===== src/hw/rtl/assert_macros.svh =====
// Assertion macros shared by the RTL. Each one checks on the rising clock edge and
// stays quiet while the active-low reset is asserted.
`ifndef ASSERT_MACROS_SVH
`define ASSERT_MACROS_SVH

// The condition must hold at every clock edge.
`define NOEV_ASSERT_ALWAYS(lbl, clk, rst_n, cond, msg) \
    lbl: assert property (@(posedge clk) disable iff (!rst_n) (cond)) else $error(msg);

// Whenever the antecedent holds, the consequent must hold in the same cycle.
`define NOEV_ASSERT_IMPLY(lbl, clk, rst_n, ante, cons, msg) \
    lbl: assert property (@(posedge clk) disable iff (!rst_n) (ante) |-> (cons)) \
        else $error(msg);

// Whenever the antecedent holds, the consequent must hold in the following cycle.
`define NOEV_ASSERT_NEXT(lbl, clk, rst_n, ante, cons, msg) \
    lbl: assert property (@(posedge clk) disable iff (!rst_n) (ante) |=> (cons)) \
        else $error(msg);

`endif


===== src/hw/rtl/noev_pkg.sv =====
`default_nettype none

package noev_pkg;

    // Port widths.
    localparam int S_TDATA_W = 32;
    localparam int M_TDATA_W = 24;
    localparam int M_TUSER_W = 2;
    localparam int IDX_W     = 2;
    localparam int CFG_W     = 12;

    // Field and datapath widths.
    localparam int PNT_W   = 16;   // input coordinate
    localparam int RAD_W   = 12;   // radius and box limit
    localparam int SPD_W   = 10;   // escape speed
    localparam int COORD_W = 13;   // a coordinate inside the box
    localparam int MAG_W   = 12;   // its magnitude
    localparam int SQ_W    = 24;   // square of a magnitude
    localparam int DIST_W  = 25;   // squared distance
    localparam int THR_W   = 13;   // radius plus clearance
    localparam int TSQ_W   = 26;   // square of that
    localparam int ROOT_W  = 13;   // integer square root of a distance
    localparam int NUM_W   = 22;   // speed times magnitude
    localparam int QUO_W   = 10;   // quotient, never above the speed
    localparam int VEL_W   = 11;   // signed velocity

    localparam int SQRT_STEPS = ROOT_W;
    localparam int DIV_STEPS  = NUM_W;
    localparam int STEP_W     = $clog2(DIV_STEPS);

    localparam logic [DIST_W-1:0] DIST_ONES    = '1;
    localparam logic [THR_W-1:0]  CLEARANCE_MM = 13'd20;
    localparam logic [SPD_W-1:0]  SPEED_MAX    = 10'd1000;

    // Configuration register indexes.
    localparam logic [IDX_W-1:0] REG_RADIUS = 2'd0;
    localparam logic [IDX_W-1:0] REG_BOX    = 2'd1;
    localparam logic [IDX_W-1:0] REG_SPEED  = 2'd2;

    typedef logic signed [COORD_W-1:0] t_coord;

    // Summary of one finished scan, handed from the front to the back.
    typedef struct packed {
        logic              any;
        logic [DIST_W-1:0] d2;
        t_coord            x;
        t_coord            y;
    } t_scan;

    typedef struct packed {
        logic signed [VEL_W-1:0] vel_x;
        logic signed [VEL_W-1:0] vel_y;
        logic                    too_close;
        logic                    no_point;
    } t_result;

endpackage

`default_nettype wire


===== src/hw/rtl/nearest_obstacle_escape_vector.sv =====
`default_nettype none

// Nearest-obstacle escape vector. Obstacle points arrive as words on the slave stream, x and
// y in signed millimetres with tlast on the final point of a scan; points whose |x| or |y|
// exceeds the box limit are skipped, and among the rest the nearest (by squared distance,
// earlier point on a tie) is kept. For every scan one word leaves on the master stream: zero
// velocity with no_point_seen set when nothing fell inside the box, zero velocity when the
// nearest point lies beyond robot radius plus 20 mm, and otherwise a velocity of magnitude
// escape_speed (saturated at 1000) pointing away from that point (zero for a point at the
// origin), each component truncated toward zero, with too_close set. The front accepts one
// point per clock unless held back by a full queue: it registers the box test and squares,
// then compares and updates the best point from those registers. Finished scans wait in a
// queue of QUEUE_DEPTH entries for the back, which works on one scan at a time: it takes it
// from the queue, tests the distance, for a close point runs a bit-serial square root and
// division, and hands the word to the output register once tready has taken any earlier
// word. Scans that come faster than the back finishes them are absorbed only up to the queue
// depth, and when the queue is full the front holds back the last point of the next scan.
// Configuration writes take effect at once and should be made while no scan is in flight.

module nearest_obstacle_escape_vector #(
    parameter int QUEUE_DEPTH = 4
) (
    input  wire logic                           i_clk,
    input  wire logic                           i_rst_n,
    // Point stream in.
    input  wire logic                           i_s_tvalid,
    output logic                                o_s_tready,
    input  wire logic [noev_pkg::S_TDATA_W-1:0] i_s_tdata,   // point_x, point_y
    input  wire logic                           i_s_tlast,   // scan_last
    // Velocity stream out.
    output logic                                o_m_tvalid,
    input  wire logic                           i_m_tready,
    output logic [noev_pkg::M_TDATA_W-1:0]      o_m_tdata,   // vel_x, vel_y, zero fill
    output logic [noev_pkg::M_TUSER_W-1:0]      o_m_tuser,   // too_close, no_point_seen
    // Register writes.
    input  wire logic                           i_cfg_we,
    input  wire logic [noev_pkg::IDX_W-1:0]     i_cfg_idx,
    input  wire logic [noev_pkg::CFG_W-1:0]     i_cfg_wdata
);
    import noev_pkg::*;

    logic [RAD_W-1:0] r_radius;
    logic [RAD_W-1:0] r_box;
    logic [SPD_W-1:0] r_speed;

    logic    w_push;
    logic    w_pop;
    logic    w_full;
    logic    w_empty;
    t_scan   w_scan_in;
    t_scan   w_scan_out;
    t_result w_result;

    // Configuration registers; an unused index is ignored.
    always_ff @(posedge i_clk) begin
        if (!i_rst_n) begin
            r_radius <= 12'd500;
            r_box    <= 12'd2000;
            r_speed  <= 10'd80;
        end else if (i_cfg_we) begin
            unique case (i_cfg_idx)
                REG_RADIUS: r_radius <= i_cfg_wdata[RAD_W-1:0];
                REG_BOX:    r_box    <= i_cfg_wdata[RAD_W-1:0];
                REG_SPEED:  r_speed  <= i_cfg_wdata[SPD_W-1:0];
                default: begin
                end
            endcase
        end
    end

    // The front finds the nearest point of each scan.
    noev_front u_front (
        .i_clk       (i_clk),
        .i_rst_n     (i_rst_n),
        .i_valid     (i_s_tvalid),
        .o_ready     (o_s_tready),
        .i_x         (i_s_tdata[PNT_W-1:0]),
        .i_y         (i_s_tdata[2*PNT_W-1:PNT_W]),
        .i_last      (i_s_tlast),
        .i_box_limit (r_box),
        .o_push      (w_push),
        .o_scan      (w_scan_in),
        .i_full      (w_full)
    );

    // Queue of finished scans between front and back.
    noev_queue #(
        .DEPTH (QUEUE_DEPTH)
    ) u_queue (
        .i_clk   (i_clk),
        .i_rst_n (i_rst_n),
        .i_push  (w_push),
        .i_data  (w_scan_in),
        .o_full  (w_full),
        .i_pop   (w_pop),
        .o_data  (w_scan_out),
        .o_empty (w_empty)
    );

    // The back turns each scan into a velocity word.
    noev_back u_back (
        .i_clk    (i_clk),
        .i_rst_n  (i_rst_n),
        .i_empty  (w_empty),
        .o_pop    (w_pop),
        .i_scan   (w_scan_out),
        .i_radius (r_radius),
        .i_speed  (r_speed),
        .o_valid  (o_m_tvalid),
        .i_ready  (i_m_tready),
        .o_result (w_result)
    );

    assign o_m_tdata = {{(M_TDATA_W-2*VEL_W){1'b0}}, w_result.vel_y, w_result.vel_x};
    assign o_m_tuser = {w_result.no_point, w_result.too_close};

endmodule

`default_nettype wire


===== src/hw/rtl/noev_front.sv =====
`default_nettype none

module noev_front (
    input  wire logic                       i_clk,
    input  wire logic                       i_rst_n,
    input  wire logic                       i_valid,
    output logic                            o_ready,
    input  wire logic signed [15:0]         i_x,
    input  wire logic signed [15:0]         i_y,
    input  wire logic                       i_last,
    input  wire logic [noev_pkg::RAD_W-1:0] i_box_limit,
    output logic                            o_push,
    output noev_pkg::t_scan                 o_scan,
    input  wire logic                       i_full
);
    import noev_pkg::*;

    logic [PNT_W-1:0]  w_magx;
    logic [PNT_W-1:0]  w_magy;
    logic              w_inbox;
    logic [SQ_W-1:0]   w_sqx;
    logic [SQ_W-1:0]   w_sqy;
    logic              w_adv;
    logic [DIST_W-1:0] w_d2;
    logic              w_take;

    logic              r_s1_v;
    logic              r_s1_last;
    logic              r_s1_in;
    t_coord            r_s1_x;
    t_coord            r_s1_y;
    logic [SQ_W-1:0]   r_s1_sqx;
    logic [SQ_W-1:0]   r_s1_sqy;

    logic [DIST_W-1:0] r_best_d2;
    t_coord            r_best_x;
    t_coord            r_best_y;
    logic              r_any;
    logic [DIST_W-1:0] n_best_d2;
    t_coord            n_best_x;
    t_coord            n_best_y;
    logic              n_any;

    // Classify: box test and squares, registered.
    assign w_magx  = i_x[PNT_W-1] ? PNT_W'(-i_x) : PNT_W'(i_x);
    assign w_magy  = i_y[PNT_W-1] ? PNT_W'(-i_y) : PNT_W'(i_y);
    assign w_inbox = (w_magx <= {{(PNT_W-RAD_W){1'b0}}, i_box_limit})
                  && (w_magy <= {{(PNT_W-RAD_W){1'b0}}, i_box_limit});
    assign w_sqx   = {{(SQ_W-MAG_W){1'b0}}, w_magx[MAG_W-1:0]}
                   * {{(SQ_W-MAG_W){1'b0}}, w_magx[MAG_W-1:0]};
    assign w_sqy   = {{(SQ_W-MAG_W){1'b0}}, w_magy[MAG_W-1:0]}
                   * {{(SQ_W-MAG_W){1'b0}}, w_magy[MAG_W-1:0]};

    // A last point can only leave when the queue has room for its scan.
    assign w_adv   = r_s1_v && (!r_s1_last || !i_full);
    assign o_ready = !r_s1_v || w_adv;

    always_ff @(posedge i_clk) begin
        if (!i_rst_n) begin
            r_s1_v <= 1'b0;
        end else if (o_ready) begin
            r_s1_v <= i_valid;
        end
        if (o_ready && i_valid) begin
            r_s1_last <= i_last;
            r_s1_in   <= w_inbox;
            r_s1_x    <= i_x[COORD_W-1:0];
            r_s1_y    <= i_y[COORD_W-1:0];
            r_s1_sqx  <= w_sqx;
            r_s1_sqy  <= w_sqy;
        end
    end

    // Keep the nearest point; an equal distance leaves the earlier one.
    assign w_d2   = DIST_W'(r_s1_sqx) + DIST_W'(r_s1_sqy);
    assign w_take = r_s1_in && (w_d2 < r_best_d2);

    always_comb begin
        n_best_d2 = w_take ? w_d2 : r_best_d2;
        n_best_x  = w_take ? r_s1_x : r_best_x;
        n_best_y  = w_take ? r_s1_y : r_best_y;
        n_any     = r_any | r_s1_in;
    end

    assign o_push = w_adv && r_s1_last;
    assign o_scan = '{any: n_any, d2: n_best_d2, x: n_best_x, y: n_best_y};

    always_ff @(posedge i_clk) begin
        if (!i_rst_n) begin
            r_best_d2 <= DIST_ONES;
            r_best_x  <= '0;
            r_best_y  <= '0;
            r_any     <= 1'b0;
        end else if (w_adv) begin
            if (r_s1_last) begin
                r_best_d2 <= DIST_ONES;
                r_best_x  <= '0;
                r_best_y  <= '0;
                r_any     <= 1'b0;
            end else begin
                r_best_d2 <= n_best_d2;
                r_best_x  <= n_best_x;
                r_best_y  <= n_best_y;
                r_any     <= n_any;
            end
        end
    end

endmodule

`default_nettype wire


===== src/hw/rtl/noev_queue.sv =====
`default_nettype none

`include "assert_macros.svh"

module noev_queue #(
    parameter int DEPTH = 4
) (
    input  wire logic            i_clk,
    input  wire logic            i_rst_n,
    input  wire logic            i_push,
    input  wire noev_pkg::t_scan i_data,
    output logic                 o_full,
    input  wire logic            i_pop,
    output noev_pkg::t_scan      o_data,
    output logic                 o_empty
);
    import noev_pkg::*;

    localparam int PTR_W = $clog2(DEPTH);
    localparam int CNT_W = $clog2(DEPTH + 1);

    t_scan            r_mem [DEPTH];
    logic [PTR_W-1:0] r_wr;
    logic [PTR_W-1:0] r_rd;
    logic [CNT_W-1:0] r_cnt;

    assign o_full  = (r_cnt == CNT_W'(DEPTH));
    assign o_empty = (r_cnt == '0);
    assign o_data  = r_mem[r_rd];

    always_ff @(posedge i_clk) begin
        if (i_push) begin
            r_mem[r_wr] <= i_data;
        end
    end

    always_ff @(posedge i_clk) begin
        if (!i_rst_n) begin
            r_wr  <= '0;
            r_rd  <= '0;
            r_cnt <= '0;
        end else begin
            if (i_push) begin
                r_wr <= (r_wr == PTR_W'(DEPTH - 1)) ? '0 : r_wr + 1'b1;
            end
            if (i_pop) begin
                r_rd <= (r_rd == PTR_W'(DEPTH - 1)) ? '0 : r_rd + 1'b1;
            end
            if (i_push && !i_pop) begin
                r_cnt <= r_cnt + 1'b1;
            end else if (i_pop && !i_push) begin
                r_cnt <= r_cnt - 1'b1;
            end
        end
    end

    `NOEV_ASSERT_ALWAYS(a_cnt_range, i_clk, i_rst_n, r_cnt <= CNT_W'(DEPTH), "queue overfilled")
    `NOEV_ASSERT_ALWAYS(a_no_overflow, i_clk, i_rst_n, !(i_push && o_full), "push when full")
    `NOEV_ASSERT_ALWAYS(a_no_underflow, i_clk, i_rst_n, !(i_pop && o_empty), "pop when empty")

endmodule

`default_nettype wire


===== src/hw/rtl/noev_back.sv =====
`default_nettype none

`include "assert_macros.svh"

module noev_back (
    input  wire logic                       i_clk,
    input  wire logic                       i_rst_n,
    input  wire logic                       i_empty,
    output logic                            o_pop,
    input  wire noev_pkg::t_scan            i_scan,
    input  wire logic [noev_pkg::RAD_W-1:0] i_radius,
    input  wire logic [noev_pkg::SPD_W-1:0] i_speed,
    output logic                            o_valid,
    input  wire logic                       i_ready,
    output noev_pkg::t_result               o_result
);
    import noev_pkg::*;

    localparam int STATE_W = 3;
    localparam logic [STATE_W-1:0] ST_IDLE = 3'd0;
    localparam logic [STATE_W-1:0] ST_CHK  = 3'd1;
    localparam logic [STATE_W-1:0] ST_SQRT = 3'd2;
    localparam logic [STATE_W-1:0] ST_DIV  = 3'd3;
    localparam logic [STATE_W-1:0] ST_FIN  = 3'd4;

    logic [STATE_W-1:0]  r_state;
    t_coord              r_x;
    t_coord              r_y;
    logic [DIST_W-1:0]   r_d2;
    logic                r_any;
    logic [TSQ_W-1:0]    r_tsq;
    logic [SPD_W-1:0]    r_spd;
    logic [2*ROOT_W-1:0] r_rad;
    logic [ROOT_W:0]     r_rem;
    logic [ROOT_W-1:0]   r_root;
    logic [STEP_W-1:0]   r_cnt;
    logic [NUM_W-1:0]    r_nx;
    logic [NUM_W-1:0]    r_ny;
    logic [ROOT_W-1:0]   r_drx;
    logic [ROOT_W-1:0]   r_dry;
    t_result             r_res;
    logic                r_ov;
    t_result             r_out;

    logic [THR_W-1:0]    w_t;
    logic [COORD_W-1:0]  w_mx;
    logic [COORD_W-1:0]  w_my;
    logic                w_px;
    logic                w_py;
    logic                w_close;
    logic [ROOT_W+2:0]   w_sh;
    logic [ROOT_W+2:0]   w_trial;
    logic                w_sge;
    logic [ROOT_W:0]     w_rem_n;
    logic [ROOT_W-1:0]   w_root_n;
    logic [ROOT_W:0]     w_shx;
    logic [ROOT_W:0]     w_shy;
    logic                w_gex;
    logic                w_gey;
    logic [NUM_W-1:0]    w_qx;
    logic [NUM_W-1:0]    w_qy;
    logic [VEL_W-1:0]    w_ax;
    logic [VEL_W-1:0]    w_ay;
    logic                w_load_out;

    assign o_pop = (r_state == ST_IDLE) && !i_empty;

    assign w_t  = THR_W'(i_radius) + CLEARANCE_MM;
    assign w_mx = r_x[COORD_W-1] ? COORD_W'(-r_x) : COORD_W'(r_x);
    assign w_my = r_y[COORD_W-1] ? COORD_W'(-r_y) : COORD_W'(r_y);
    // A positive coordinate pushes the robot the other way.
    assign w_px = !r_x[COORD_W-1] && (r_x != '0);
    assign w_py = !r_y[COORD_W-1] && (r_y != '0);
    assign w_close = r_any && ({1'b0, r_d2} <= r_tsq);

    // Square root, one result bit a step.
    assign w_sh     = {r_rem, r_rad[2*ROOT_W-1 -: 2]};
    assign w_trial  = {1'b0, r_root, 2'b01};
    assign w_sge    = (w_sh >= w_trial);
    assign w_rem_n  = w_sge ? (ROOT_W+1)'(w_sh - w_trial) : w_sh[ROOT_W:0];
    assign w_root_n = {r_root[ROOT_W-2:0], w_sge};

    // Two restoring dividers that share the root as divisor.
    assign w_shx = {r_drx, r_nx[NUM_W-1]};
    assign w_shy = {r_dry, r_ny[NUM_W-1]};
    assign w_gex = (w_shx >= {1'b0, r_root});
    assign w_gey = (w_shy >= {1'b0, r_root});
    assign w_qx  = {r_nx[NUM_W-2:0], w_gex};
    assign w_qy  = {r_ny[NUM_W-2:0], w_gey};
    assign w_ax  = {{(VEL_W-QUO_W){1'b0}}, w_qx[QUO_W-1:0]};
    assign w_ay  = {{(VEL_W-QUO_W){1'b0}}, w_qy[QUO_W-1:0]};

    assign w_load_out = (r_state == ST_FIN) && (!r_ov || i_ready);

    always_ff @(posedge i_clk) begin
        if (!i_rst_n) begin
            r_state <= ST_IDLE;
        end else begin
            unique case (r_state)
                ST_IDLE: begin
                    if (o_pop) begin
                        r_state <= ST_CHK;
                    end
                end
                ST_CHK: begin
                    r_state <= w_close ? ST_SQRT : ST_FIN;
                end
                ST_SQRT: begin
                    if (r_cnt == '0) begin
                        r_state <= (w_root_n == '0) ? ST_FIN : ST_DIV;
                    end
                end
                ST_DIV: begin
                    if (r_cnt == '0) begin
                        r_state <= ST_FIN;
                    end
                end
                ST_FIN: begin
                    if (w_load_out) begin
                        r_state <= ST_IDLE;
                    end
                end
                default: begin
                    r_state <= ST_IDLE;
                end
            endcase
        end
    end

    always_ff @(posedge i_clk) begin
        unique case (r_state)
            ST_IDLE: begin
                r_x   <= i_scan.x;
                r_y   <= i_scan.y;
                r_d2  <= i_scan.d2;
                r_any <= i_scan.any;
                r_tsq <= {{(TSQ_W-THR_W){1'b0}}, w_t} * {{(TSQ_W-THR_W){1'b0}}, w_t};
                r_spd <= (i_speed > SPEED_MAX) ? SPEED_MAX : i_speed;
            end
            ST_CHK: begin
                r_nx   <= {{(NUM_W-MAG_W){1'b0}}, w_mx[MAG_W-1:0]}
                        * {{(NUM_W-SPD_W){1'b0}}, r_spd};
                r_ny   <= {{(NUM_W-MAG_W){1'b0}}, w_my[MAG_W-1:0]}
                        * {{(NUM_W-SPD_W){1'b0}}, r_spd};
                r_rad  <= {{(2*ROOT_W-DIST_W){1'b0}}, r_d2};
                r_rem  <= '0;
                r_root <= '0;
                r_cnt  <= STEP_W'(SQRT_STEPS - 1);
                r_res  <= '{vel_x: '0, vel_y: '0, too_close: w_close, no_point: !r_any};
            end
            ST_SQRT: begin
                r_rad  <= {r_rad[2*ROOT_W-3:0], 2'b00};
                r_rem  <= w_rem_n;
                r_root <= w_root_n;
                r_drx  <= '0;
                r_dry  <= '0;
                r_cnt  <= (r_cnt == '0) ? STEP_W'(DIV_STEPS - 1) : r_cnt - 1'b1;
            end
            ST_DIV: begin
                r_drx <= w_gex ? ROOT_W'(w_shx - {1'b0, r_root}) : w_shx[ROOT_W-1:0];
                r_dry <= w_gey ? ROOT_W'(w_shy - {1'b0, r_root}) : w_shy[ROOT_W-1:0];
                r_nx  <= w_qx;
                r_ny  <= w_qy;
                r_cnt <= r_cnt - 1'b1;
                if (r_cnt == '0) begin
                    r_res.vel_x <= w_px ? -w_ax : w_ax;
                    r_res.vel_y <= w_py ? -w_ay : w_ay;
                end
            end
            ST_FIN: begin
                if (w_load_out) begin
                    r_out <= r_res;
                end
            end
            default: begin
                r_cnt <= '0;
            end
        endcase
    end

    always_ff @(posedge i_clk) begin
        if (!i_rst_n) begin
            r_ov <= 1'b0;
        end else if (w_load_out) begin
            r_ov <= 1'b1;
        end else if (i_ready) begin
            r_ov <= 1'b0;
        end
    end

    assign o_valid  = r_ov;
    assign o_result = r_out;

    `NOEV_ASSERT_IMPLY(a_far_is_still, i_clk, i_rst_n, r_ov && !r_out.too_close,
        r_out.vel_x == '0 && r_out.vel_y == '0, "velocity without a near point")
    `NOEV_ASSERT_IMPLY(a_empty_not_close, i_clk, i_rst_n, r_ov && r_out.no_point,
        !r_out.too_close, "empty scan flagged as too close")
    `NOEV_ASSERT_NEXT(a_pop_starts, i_clk, i_rst_n, o_pop, r_state == ST_CHK, "pop lost")

endmodule

`default_nettype wire

===== config.mk =====
export PLATFORM = sky130hd
export DESIGN_NAME = nearest_obstacle_escape_vector
export DESIGN_NICKNAME = d
export VERILOG_FILES = /design/src/hw/rtl/noev_pkg.sv /design/src/hw/rtl/nearest_obstacle_escape_vector.sv /design/src/hw/rtl/noev_front.sv /design/src/hw/rtl/noev_queue.sv /design/src/hw/rtl/noev_back.sv
export VERILOG_INCLUDE_DIRS = /design/src /design/src/hw/rtl
export SDC_FILE = /design/constraint.sdc
export NUM_CORES = 2
export LEC_CHECK = 0
export BUFFER_PORTS_ARGS = -buffer_cell sky130_fd_sc_hd__buf_4
export CAP_MARGIN = 20
export CORE_UTILIZATION = 26
export CTS_CLUSTER_SIZE = 20
export DETAILED_ROUTE_END_ITERATION = 10
export PLACE_DENSITY = 0.43
export SYNTH_ARGS = -nofsm -noshare
export SYNTH_HDL_FRONTEND = slang
export SYNTH_SLANG_ARGS = --single-unit
export TNS_END_PERCENT = 20

===== constraint.sdc =====
create_clock -name i_clk -period 23 [get_ports i_clk]
set_input_delay 4.6 -clock i_clk [delete_from_list [all_inputs] [get_ports i_clk]]
set_output_delay 4.6 -clock i_clk [all_outputs]
set_load 0.01 [all_outputs]

# Word-level counts from Yosys, hierarchy flattened
# Memory sizes are Yosys's and may differ from the RTL's. A register that Yosys moved wholly into a read port is not among the register bits.
# Cells that the tools add are included.
# Widths: inputs -> output; s select.
[op_classes] n_lt_le_gt_ge=8 n_mux=42 mul=5 eq_ne=13 n_reduce_logical=44 n_shift=0 div=0 n_addsub=16 n_bitwise=1
[ops] operator="$pmux 22 s2" n=3
[ops] operator="$mux 13" n=6
[ops] operator="$pmux 13 s2" n=3
[ops] operator="$pmux 26 s2" n=1
[ops] operator="$mux 25" n=2
[ops] operator="$mul 12x12->24" n=2
[ops] operator="$mul 12x10->22" n=2
[ops] operator="$le 16x12->1" n=2
[ops] operator="$mux 16" n=2
[ops] operator="$neg 16->16" n=2
[ops] operator="$ge 14x13->1" n=2
[ops] operator="$pmux 14 s2" n=1
[ops] operator="$le 25x26->1" n=1
[ops] operator="$mul 13x13->26" n=1
[ops] operator="$reduce_bool 13->1" n=2
[ops] operator="$sub 13x13->13" n=2
[ops] operator="$add 24x24->25" n=1
[ops] operator="$lt 25x25->1" n=1
[ops] operator="$mux 12" n=2
[ops] operator="$mux 3" n=8
[ops] operator="$neg 12->12" n=2
[ops] operator="$mux 11" n=2
[ops] operator="$mux 22" n=1
[ops] operator="$neg 10->11" n=2
[ops] operator="33 further kinds" n=76
[totals] output_inout_bits=28 inputBits=52 ff_bits=386 romBits=0 ramBits=208 mem_count=1 latch_bits=0
[memory_table] name="u_queue.r_mem" words=4 word_bits=52 read_ports=1 rd_ports_with_merged_regs=1 write_ports=1 line_no="noev_queue.sv:22" rtl="t_scan r_mem [DEPTH];"

# Longest topological paths before layout
[logic_depth] word_depth=9 mapped_depth=28 mapped_depth_nobuf=28

# By module
# Synthesis repeated with hierarchy kept, for this count alone.
[unflattened] hier_cells=4718 area_unflattened_um2=49887.8
[by_module_without_submodules] module="noev_back" seq_area_each_um2=7977.7 cells_each=2616 area_per_inst_um2=25608.3 n_inst=1
[by_module_without_submodules] module="noev_front" seq_area_each_um2=3223.1 cells_each=1645 area_per_inst_um2=14866.8 n_inst=1
[by_module_without_submodules] module="noev_queue" seq_area_each_um2=6426.2 cells_each=316 area_per_inst_um2=8022.7 n_inst=1
[by_module_without_submodules] module="nearest_obstacle_escape_vector" seq_area_each_um2=680.7 cells_each=141 area_per_inst_um2=1390.1 n_inst=1

# Least setup slack after synthesis
# No wires, ideal clock.
[synth_path] kind="input-to-reg" from="input i_s_tdata[16] (netlist bit)" to="register u_front.r_s1_sqy[23] (data pin)" arrival_time_ps=10575 setup_slack_ps=12166 required_time_ps=22742 setup_time_ps=258 cell_stages=26 cell_sequence="inv_2 -> ha_1 -> nand2_1 -> or3_1 -> o21a_1 -> xnor2_1 -> clkbuf_1 -> nor2_1 -> fa_1 -> inv_1 -> fa_1 -> inv_1 -> fa_1 -> fa_1 -> inv_1 -> fa_1 -> inv_1 -> ha_1 -> and3_1 -> and3_1 -> a221o_1 -> a21oi_1 -> a311oi_1 -> a21o_1 -> a21oi_1 -> xnor2_1"
[synth_between] elab_chain_len=3
[synth_rtl] element="start: declaration" line_no="nearest_obstacle_escape_vector.sv:28" rtl="input wire logic [noev_pkg::S_TDATA_W-1:0] i_s_tdata,"
[synth_rtl] element="$neg 16->16" line_no="noev_front.sv:46" rtl="assign w_magy = i_y[PNT_W-1] ? PNT_W'(-i_y) : PNT_W'(i_y);"
[synth_rtl] element="$mux 16 *" line_no="noev_front.sv:46"
[synth_rtl] element="$mul 12x12->24 *" line_no="noev_front.sv:52" rtl="* {{(SQ_W-MAG_W){1'b0}}, w_magy[MAG_W-1:0]};"
[synth_rtl] element="named net u_front.w_sqy[23]" line_no="noev_front.sv:22" rtl="logic [SQ_W-1:0] w_sqy;"
[synth_rtl] element="end signal: assignment" line_no="noev_front.sv:70" rtl="r_s1_sqy <= w_sqy;"
[synth_rtl] element="end: declaration" line_no="noev_front.sv:33" rtl="logic [SQ_W-1:0] r_s1_sqy;"
# The timed path passes the listed nets; every way through them passes the cells marked *.
# A chain may end at the register's enable or synchronous reset.

# Worst setup path in the final report
# Same ends and word-level chain as after synthesis.

==> results.py <==
metrics = {
    "clock_tree": {
        "htree_levels": 3,
        "ctsResizeCount": 0,
        "cts_tree": "yes",
        "clockBufferDepth": 3,
        "postCtsSetupRepairBufs": 0,
        "cts_root_buf": "clkbuf_16",
        "postCtsHoldBufs": 0,
        "clk_latency_ns": 0.68,
        "cts_buffers": 77,
        "clock-sinks": 641,
        "clk_pin_slew_ns": 0.06,
    },
    "final_layout": {
        "syn2layout_area_growth_pct": 12.65,
        "utilization": 0.2949,
        "drive_gt1_frac": 0.08697,
        "fill_cells": 19540,
        "regArea_um2": 18270,
        "multiInputGateArea_um2": 27580,
        "final_nets": 5606,
        "antennaDiodeCount": 0,
    },
    "sta": {
        "fmax_ghz": 0.08839,
        "finalHoldViolCount": 0,
        "setup-tns-final_ns": 0,
        "finalCriticalPeriod_ns": 11.31,
        "finClkSkew_ns": 0.02643,
        "tightest_slew_ns": 1.122,
        "slew_headroom": 0.2465,
        "setup_viol": 0,
        "report.final.slew_viol_count": 0,
        "rsz0062_at_grt": "no",
        "period_share": 0.4919,
    },
    "logic_synthesis": {
        "syn_area_per_cell_um2": 10.68,
        "synthSimpleGateAreaFrac": 0.1141,
        "synth_ff_type": "edfxtp_1",
        "netlist_area_um2": 49220,
        "synth_compound_area_frac": 0.08369,
        "synth_cell_types": 92,
        "synth_top_family_by_area": "adder cells",
        "synthMuxAreaShare": 0.04383,
        "yosys.area_share.adder": 0.2811,
        "synth.ff_latch_count": 641,
        "synth-xor-area-share": 0.03597,
        "synth-edff-count": 543,
        "netlist_instances": 4608,
        "synthArstFlopShare": 0,
        "yosys_warnings": 0,
        "ys_seq_area_frac": 0.3712,
    },
    "worst_setup_path": {
        "crit_path_end_kind": "flop",
        "crit_top_cell": "fa_1",
        "arrival_ns": 11.72,
        "crit_family": "adder cells",
        "worst-path-max-fanout": 12,
        "slowest_stage": "xnor2_1",
        "critPathKind": "primary input to flop",
        "startpoint_type": "primary input",
        "critPathRequiredTime_ns": 23.41,
        "path_buf_inv": 6,
        "cpPeakStageDelay_ns": 0.66,
    },
    "die": {
        "dieHeight_um": 437.1,
        "die-area_um2": 191000,
        "placementRows": 159,
        "io_pins": 80,
        "dieWidth_um": 437.1,
        "core_um2": 188000,
        "start_util": 0.2618,
    },
    "grt": {
        "grt_start_max_net_pins": 73,
        "grtUsageTotal": 0.1272,
        "grt_overflow": 0,
        "grt_pass1_vias": 33183,
        "antenna_found_initial": 3,
        "grt_first_pass_wirelength_um": 191300,
    },
    "flow_run": {
        "cap_violations": 0,
    },
    "place": {
        "portBuffers": 77,
        "gp_congestion": 0.8012,
        "hpwl_um": 92010,
    },
    "detailed_routing": {
        "drt-initial-drc-count": 1605,
        "wl_per_cell_um": 16.50,
        "vias": 31953,
        "route.detailed.drc": 17,
        "vias_per_cell": 4.404,
        "drtPass1Iterations": 8,
        "antenna_left": 0,
        "wl_um": 119700,
    },
    "status": {
        "outcome": "finished, violations left",
        "violations": "DRC",
    },
    "hold_path": {
        "min_path_type": "flop to flop",
    },
}
cell usage after synthesis (40+ instances only):
cell type	count	area, µm²
nand2_1	516	1937
o21ai_0	105	525.5
mux2i_1	40	400.4
and2_1	126	788.3
clkbuf_1	95	356.6
xnor2_1	145	1270
mux4_2	52	1171
a21oi_1	170	850.8
mux2_2	52	585.6
inv_1	767	2879
fa_1	416	8328
nor3_1	53	265.3
o211ai_1	40	300.3
dfxtp_1	98	1962
nor2_1	339	1272
ha_1	440	5505
edfxtp_1	543	16310
xor2_1	54	473.0
a21o_1	54	405.4
flip-flops by register name, summed over array words and instances (netlist names), 22 cells and up:
register and count:
u_queue.r_mem 208, u_front.r_s1_sqy 23, u_back.r_rad 26, u_back.r_ny 22
u_front.r_s1_sqx 23, u_back.r_res 24, u_back.r_d2 25, u_back.r_tsq 25
u_back.r_nx 22, u_front.r_best_d2 25, u_back.o_result 24
final cells by class:
cell class              count  area share
flip-flops and latches    641      0.3296
repair buffers            134     0.01828
clock buffers             102     0.03827
well taps                2495     0.05630
multi-input cells        3068      0.4973
clock inverters            39    0.007695
inverters                 776     0.05254
worst paths after layout:
| kind | startpoint | endpoint | slack (ns) | cells after the start |
|---|---|---|---|---|
| setup / recovery | i_s_tdata[16] | u_front.r_s1_sqy[23] | 11.69 | 26 |
| hold / removal | u_back.r_res[10] | u_back.o_result[10] | 0.42 | 0 |
| setup reg to reg | u_back.r_x[0] | u_back.r_nx[20] | 15.39 | 23 |
| hold reg to reg | u_back.r_res[10] | u_back.o_result[10] | 0.42 | 0 |
kinds of logic (layout without fill, tap and decap cells):
| kind of cell | after synthesis | after routing |
|---|---|---|
| AND/OR/NAND/NOR | 1248 | 1248 |
| adder cells (fa/ha/maj) | 856 | 856 |
| XOR/XNOR | 200 | 200 |
| multiplexers | 144 | 144 |
| buffers and inverters | 904 | 1051 |
| flip-flops | 641 | 641 |
| other | 2 | 7 |
| AO/OA/AOI/OAI | 613 | 613 |
metal layers:
layer | global-route usage | routed length, µm | vias to the layer above
met2 | 0.2043 | 54350 | 371
met5 | 0 | 0 | -
met3 | 0.01865 | 3569 | 131
met1 | 0.1782 | 59040 | 15836
met4 | 0.03243 | 2757 | 0
li1 | - | - | 15615
metrics by stage:
| stage | instance area, µm² | setup slack (ns) | hold WS, ns | cells |
|---|---|---|---|---|
| after floorplan | 49240 | 12.17 | 0.4003 | 4613 |
| after global placement | 52850 | 11.14 | 0.4025 | 7109 |
| after detailed placement | 52870 | 10.98 | 0.4054 | 7110 |
| after CTS | 55410 | 11.71 | 0.4208 | 7251 |
| after global routing | 55440 | 11.26 | 0.4240 | 7255 |
| final | 55440 | 11.69 | 0.4181 | 7255 |
layout by cell type (no fill, tap or decap), types with 53 or more instances in the layout:
cell / instances
inv_1: 766
edfxtp_1: 543
nand2_1: 514
ha_1: 440
fa_1: 416
nor2_1: 336
a21oi_1: 168
xnor2_1: 145
buf_4: 133
and2_1: 119
o21ai_0: 105
dfxtp_1: 96
clkbuf_16: 78
xor2_1: 54
a21o_1: 54
nor3_1: 53
Power is left out: the tool's default activity adds up to more than one toggle a clock period on the data nets, which glitch-free logic cannot reach.
